===== src/design/lasc_pkg.sv =====
package lasc_pkg;

   localparam int MAX_LEN  = 256;
   localparam int IDX_W    = $clog2(MAX_LEN);
   localparam int LEN_W    = $clog2(MAX_LEN + 1);
   localparam int SYM_W    = 8;
   localparam int OP_W     = 2;
   localparam int SCORE_W  = 10;
   localparam int SUM_W    = SCORE_W + 2;
   localparam int THR_W    = 12;
   localparam int FRAC_W   = 8;
   localparam int PROD_W   = THR_W + LEN_W + 1;
   localparam int CSR_AW   = 3;
   localparam int CSR_DW   = 32;

   localparam int MATCH_SCORE    = 3;
   localparam int MISMATCH_SCORE = -3;
   localparam int GAP_PENALTY    = 2;

   localparam logic REG_THRESHOLD = 1'b0;

   typedef enum logic [OP_W-1:0] {
      OP_APPEND_FIRST  = 2'd0,
      OP_APPEND_SECOND = 2'd1,
      OP_COMPUTE       = 2'd2,
      OP_NONE          = 2'd3
   } opcode_type;

   typedef enum logic [1:0] {
      ST_IDLE,
      ST_ROW,
      ST_CELL,
      ST_DONE
   } state_type;

   typedef struct packed {
      logic             clear;
      logic             row_start;
      logic             cell_en;
      logic             first_row;
      logic [IDX_W-1:0] rd_col;
      logic [IDX_W-1:0] wr_col;
   } cell_ctrl_type;

endpackage


===== src/design/lasc_cell_core.sv =====
module lasc_cell_core (
   input  logic                           clock,
   input  lasc_pkg::cell_ctrl_type        ctrl,
   input  logic                           sym_match,
   output logic [lasc_pkg::SCORE_W-1:0]   best_score
);
   import lasc_pkg::*;

   logic [SCORE_W-1:0] row_mem [MAX_LEN];
   logic [SCORE_W-1:0] up_rd_ff;
   logic [SCORE_W-1:0] diag_ff, diag_in;
   logic [SCORE_W-1:0] left_ff, left_in;
   logic [SCORE_W-1:0] best_ff, best_in;

   logic [SCORE_W-1:0]      up;
   logic [SCORE_W-1:0]      cell_score;
   logic signed [SUM_W-1:0] sim_s;
   logic signed [SUM_W-1:0] c_diag, c_up, c_left, c_max;

   // previous row read one column ahead through a register; the first row sees zeros
   assign up = ctrl.first_row ? '0 : up_rd_ff;

   always_comb begin
      sim_s  = sym_match ? SUM_W'(MATCH_SCORE) : SUM_W'(MISMATCH_SCORE);
      c_diag = signed'({2'b00, diag_ff}) + sim_s;
      c_up   = signed'({2'b00, up}) - SUM_W'(GAP_PENALTY);
      c_left = signed'({2'b00, left_ff}) - SUM_W'(GAP_PENALTY);
      c_max  = '0;
      if (c_diag > c_max) begin
         c_max = c_diag;
      end
      if (c_up > c_max) begin
         c_max = c_up;
      end
      if (c_left > c_max) begin
         c_max = c_left;
      end
      cell_score = c_max[SCORE_W-1:0];
   end

   always_comb begin
      diag_in = diag_ff;
      left_in = left_ff;
      best_in = best_ff;
      if (ctrl.clear || ctrl.row_start) begin
         diag_in = '0;
         left_in = '0;
      end else if (ctrl.cell_en) begin
         diag_in = up;
         left_in = cell_score;
      end
      if (ctrl.clear) begin
         best_in = '0;
      end else if (ctrl.cell_en && (cell_score > best_ff)) begin
         best_in = cell_score;
      end
   end

   // write column j while reading column j+1: never the same entry
   always_ff @(posedge clock) begin
      if (ctrl.cell_en) begin
         row_mem[ctrl.wr_col] <= cell_score;
      end
      up_rd_ff <= row_mem[ctrl.rd_col];
   end

   always_ff @(posedge clock) begin
      diag_ff <= diag_in;
      left_ff <= left_in;
      best_ff <= best_in;
   end

   assign best_score = best_ff;

endmodule


===== config.mk =====
export PLATFORM = sky130hd
export DESIGN_NAME = lasc_cell_core
export DESIGN_NICKNAME = d
export VERILOG_FILES = /design/src/design/lasc_pkg.sv /design/src/design/lasc_cell_core.sv
export SDC_FILE = /design/constraint.sdc
export NUM_CORES = 2
export LEC_CHECK = 0
export ABC_CLOCK_PERIOD_IN_PS = 40100
export BUFFER_PORTS_ARGS = -buffer_cell sky130_fd_sc_hd__buf_2
export CORE_ASPECT_RATIO = 1.2
export CORE_MARGIN = 1.5
export CORE_UTILIZATION = 62
export CTS_CLUSTER_SIZE = 20
export DETAILED_ROUTE_END_ITERATION = 16
export PLACE_DENSITY = 0.78
export SETUP_SLACK_MARGIN = 0.2
export SLEW_MARGIN = 40
export SYNTH_ARGS = -nofsm -noshare
export SYNTH_HDL_FRONTEND = slang
export SYNTH_SLANG_ARGS = --single-unit
export TNS_END_PERCENT = 5

===== constraint.sdc =====
create_clock -name clock -period 40.1 [get_ports clock]
set_input_delay 12.03 -clock clock [delete_from_list [all_inputs] [get_ports clock]]
set_output_delay 12.03 -clock clock [all_outputs]
set_load 0.005 [all_outputs]

; ---- Yosys cells after proc, flatten, opt, wreduce, memory -nomap -nowiden
; Memory sizes are Yosys's and may differ from the RTL's. A register that Yosys moved wholly into a read port is not among the register bits.
; Index checks and enable logic that the tools add are counted.
[op_classes]
n_reduce_logical = 2
n_lt_le_gt_ge = 4
add_sub_neg = 3
n_mux = 7
[op_table]
columns = cell, n
row1 = $mux W12, 3
row2 = $gt A11 B12 Y1, 2
row3 = $sub A10 B2 Y11 const B, 2
row4 = $mux W10, 2
row5 = $add A11 B12 Y12, 1
row6 = $gt A12 B1 Y1 const B, 1
row7 = $gt A10 B10 Y1, 1
row8 = $mux W1, 2
row9 = $logic_and A1 B1 Y1, 1
row10 = $logic_or A1 B1 Y1, 1
[totals]
in_bits = 22
memories = 1
reg_bits = 30
output_inout_bits = 10
wordCells = 20
mem_bits_rw = 2560
[memory_table]
columns = name, words, word_bits, read_ports, rd_ports_with_merged_regs, write_ports, line_no
row1 = row_mem, 256, 10, 1, 1, 1, lasc_cell_core.sv:9  ; logic [SCORE_W-1:0] row_mem [MAX_LEN];

; ---- Longest topological paths before layout
[logic_depth]
word_depth = 10
mapped_depth = 38
mapped_depth_nobuf = 34

; ---- Worst setup path before layout
; OpenSTA, ideal clock, no wires.
[synth_path]
kind = input -> register
start = input sym_match
end = register best_ff[7], in the netlist best_score[7]
path_slack_ns = 13.267
t_arrival_ns = 26.740
required_time_ns = 40.007
path_buffers = 6
setup_ns = 0.093
cell_stages = 38
path_cell_list = inv_1 > ha_1 > and3_1 > clkbuf_2 > a211o_1 > o221ai_2 > xnor2_2 > buf_2 > nand2_1 > ha_1 > and3_1 > nand3_1 > o311ai_2 > a21o_2 > inv_2 > a2111oi_2 > a21oi_1 > ha_1 > [2 not listed] > o211ai_1 > o21a_1 > buf_2 > and2_1 > buf_2 > buf_4 > nor2_1 > a21oi_1 > ha_1 > nor2b_1 > o21a_1 > o21a_1 > o211ai_1 > a21o_1 > a21oi_1 > clkbuf_1 > mux2i_1 > nor2_1
[synth_via]
elab_chain_cells = 10
[synth_rtl]
columns = element, line_no
row1 = "start, declared", lasc_cell_core.sv:4  ; input logic sym_match,
row2 = $mux W12 (*), lasc_cell_core.sv:24  ; sim_s = sym_match ? SUM_W'(MATCH_SCORE) : SUM_W'(MISMATCH_SCORE);
row3 = $add A11 B12 Y12 (*), lasc_cell_core.sv:25  ; c_diag = signed'({2'b00, diag_ff}) + sim_s;
row4 = $gt A12 B1 Y1, lasc_cell_core.sv:29  ; if (c_diag > c_max) begin
row5 = $mux W12 (*), lasc_cell_core.sv:29
row6 = $gt A11 B12 Y1, lasc_cell_core.sv:32  ; if (c_up > c_max) begin
row7 = $mux W12 (*), lasc_cell_core.sv:32
row8 = $gt A11 B12 Y1, lasc_cell_core.sv:35  ; if (c_left > c_max) begin
row9 = $mux W10 (*), lasc_cell_core.sv:35
row10 = net c_max[1], lasc_cell_core.sv:18  ; logic signed [SUM_W-1:0] c_diag, c_up, c_left, c_max;
row11 = $gt A10 B10 Y1 (*), lasc_cell_core.sv:54  ; end else if (ctrl.cell_en && (cell_score > best_ff)) begin
row12 = $logic_and A1 B1 Y1 (*), lasc_cell_core.sv:54
row13 = "end signal, assigned", lasc_cell_core.sv:70  ; best_ff <= best_in;
row14 = "end, declared", lasc_cell_core.sv:13  ; logic [SCORE_W-1:0] best_ff, best_in;
; Mark *: on every way through the listed nets, which the timed path passes. The rest lies on a longest branch.
; A chain may end at the register's enable or synchronous reset.

; ---- Final worst setup path
[layout_path]
start = input sym_match
end = register best_ff[1], in the netlist best_score[1]
[layout_via]
elab_chain_cells = 10
[layout_rtl]
columns = element, line_no
row1 = $mux W12 (*), lasc_cell_core.sv:24
row2 = $add A11 B12 Y12 (*), lasc_cell_core.sv:25
row3 = $gt A12 B1 Y1, lasc_cell_core.sv:29
row4 = $mux W12 (*), lasc_cell_core.sv:29
row5 = $gt A11 B12 Y1, lasc_cell_core.sv:32
row6 = $mux W12 (*), lasc_cell_core.sv:32
row7 = $gt A11 B12 Y1, lasc_cell_core.sv:35
row8 = $mux W10 (*), lasc_cell_core.sv:35
row9 = $gt A10 B10 Y1, lasc_cell_core.sv:54
row10 = $logic_and A1 B1 Y1, lasc_cell_core.sv:54
; Mark *: on every way between the ends. The rest lies on a longest branch, timed or not.

==> flow_summary.json <==
{
  "drive_above_1_share_pct": 31.9,
  "start_kind": "input pin",
  "clkSinkCount": 2600,
  "min_period_over_period_pct": 50.6,
  "setup_tns_ps": 0,
  "worstPathArrival_ps": 21070,
  "crit_path_end_kind": "register",
  "drt_wl_total_um": 251000,
  "clkLatencyLatePin_ps": 880,
  "fmax_mhz": 49.3,
  "synth_top_cell_area_share_pct": 75.4,
  "drcViolationCount": 0,
  "ys_ff_latch": 2600,
  "hold_slack_ps": 483,
  "cts_tree": "yes",
  "gp_congestion": 0.908,
  "vdd_drop_max_uv": 225,
  "cts_setup_buffers": 0,
  "start_util_pct": 62.6,
  "io_pins": 32,
  "die_y_um": 447,
  "synthFlopType": "edfxtp_1",
  "grt-ovfl-total": 0,
  "dieWidth_um": 373,
  "syn_area_um2": 102000,
  "min_period_ps": 20280,
  "ys_warn_count": 0,
  "area_delta_synth_final_pct": 11.4,
  "crit_slowest_cell": "and2_2",
  "yosys-top-cells-count": "edfxtp_1 (2560), mux4_2 (800), nor2_1 (296)",
  "rows": 162,
  "max-cap-violations": 0,
  "grt_start_max_net_pins": 137,
  "worst_slew_pin_slew_ps": 944,
  "grt_pass1_wl_um": 360000,
  "core_region_area_um2": 163000,
  "antenna_found_initial": 14,
  "synth_cell_types": 70,
  "grt_pass1_vias": 50300,
  "r2r_slack_ps": 31170,
  "crit_buf_inv": 3,
  "setup_viol": 0,
  "cts-root-buf": "clkbuf_16",
  "vias_per_cell": 7.05,
  "critPathTopFamily": "compound AO/OA/AOI/OAI gates",
  "io_buffer_count": 31,
  "post_drt_wl_per_cell_um": 35.8,
  "power_density_nw_per_um2": 97.0,
  "final_hold_viol_count": 0,
  "yosysMostFrequentCell": "edfxtp_1",
  "critPathMaxFanout": 18,
  "hp-class": "reg2reg",
  "finClkSkew_ps": 37.0,
  "cts_buffers": 224,
  "detailed_place_hpwl_um": 140000,
  "hold_buffers": 0,
  "synth_edf_count": 2560,
  "clk_pin_slew_ps": 70,
  "async_reset_ff_share_pct": 0,
  "ys_seq_area_share_pct": 76.2,
  "yosysTopAreaCell": "edfxtp_1",
  "grt_use_total_pct": 30.5,
  "drt-pass1-iter-count": 6,
  "status": "finished clean",
  "slew_headroom_pct": 36.9,
  "clockBufferDepth": 3,
  "synthCells": 4483,
  "crit_type": "in2reg",
  "avgSynthCellArea_um2": 22.7,
  "fin_nets": 4754,
  "crit_path_max_incr_delay_ps": 700,
  "p_leak_uw": 0.0352,
  "crit_top_cell": "ha_1",
  "cp.required_ps": 40890,
  "grt_setup_unrepaired": "no",
  "htreeDepth": 4,
  "drt.antenna.violating_nets": 0,
  "vias": 49500,
  "die_area_um2": 167000,
  "cts_resized": 0,
  "drt-initial-drc-count": 7004,
  "slew_violations": 0,
  "ys_top_cells_by_area": "edfxtp_1 (75%), mux4_2 (18%), nor2_1 (1.1%), mux2i_1 (1.0%), dfxtp_1 (0.79%)",
  "synth_nets": 4552
}
where the power goes:
group          switching (µW)  internal (µW)  leakage [µW]
registers                16.8           5620        0.0233
logic                    2700            473       0.00833
clock network             976           1220       0.00360
total                    3690           7320        0.0352
registers in the layout, summed over array words and instances, names as in the netlist:
register,flops
best_score,10
left_ff,10
diag_ff,10
row_mem,2560
up_rd_ff,10
placed cells by master (no fill, tap or decap), types with 11 or more instances in the layout:
cell	Yosys	final
mux2i_1	103	100
clkinvlp_4	0	15
ha_1	46	46
clkbuf_16	0	228
edfxtp_1	2560	2560
nand3_1	32	26
mux4_2	800	800
bufinv_16	0	27
a22oi_1	41	41
buf_4	4	162
and4_1	11	11
nor2b_1	20	20
clkinv_2	0	45
nor2_2	0	142
a21oi_1	38	30
nand2_1	39	37
clkbuf_1	137	34
clkinv_1	1	52
dfxtp_1	40	40
nand4_1	12	12
buf_6	6	19
inv_1	36	36
a21o_1	11	11
buf_2	71	25
nor2_1	296	148
cell families after synthesis:
group,Yosys count,synth area share [%]
xor+xnor,19,0.171
buf+inv,292,1.22
simple gates,456,1.99
mux,903,18.7
fa+ha+maj,47,0.584
compound gates,165,1.18
flops,2600,76.2
other cells,1,0.00368
worst register-to-register path: cells and delay by family, from the launching register on:
kind	cells	cell delay [ps]
AO/OA/AOI/OAI	17	4600
AND/OR/NAND/NOR	8	1970
adder cells (fa/ha/maj)	4	1270
XOR/XNOR	1	630
flip-flops	1	350
buffers and inverters	1	80
per-layer routing:
| metal | vias up | global-route usage (%) | wire length (µm) |
|---|---|---|---|
| li1 | 19400 | - | - |
| met1 | 26100 | 39.4 | 87100 |
| met2 | 3363 | 51.2 | 128000 |
| met3 | 596 | 6.00 | 23800 |
| met4 | 12 | 13.5 | 11800 |
| met5 | - | 0 | 80 |
layout make-up:
class / instances / area [µm²]
antenna: 7 / 17.5
clock buffer: 265 / 5870
clock inverter: 151 / 1530
fill: 9114 / 49400
inverter: 38 / 143
multi-input combinational: 1591 / 23600
sequential: 2600 / 77700
tap: 2132 / 2670
timing repair buffer: 230 / 2030
path summary, 6_finish.rpt:
path | from | end | cells after the start
max | sym_match | best_score[1] | 33
min | diag_ff[5] | diag_ff[5] | 2
max reg2reg | diag_ff[3] | best_score[1] | 31
min reg2reg | diag_ff[5] | diag_ff[5] | 2
stage by stage:
step	instances	utilization, %	total power (µW)	setup WS [ps]	area (µm²)
floorplan	4483	-	8170	13270	102000
global placement	6572	64.6	8440	18090	105000
detailed placement	6587	65.0	8740	18760	106000
CTS	7003	69.6	10900	19670	113000
global route	7009	69.7	11300	18970	114000
finish	7014	69.7	11000	19820	114000
Power figures use the tool's default switching activity.
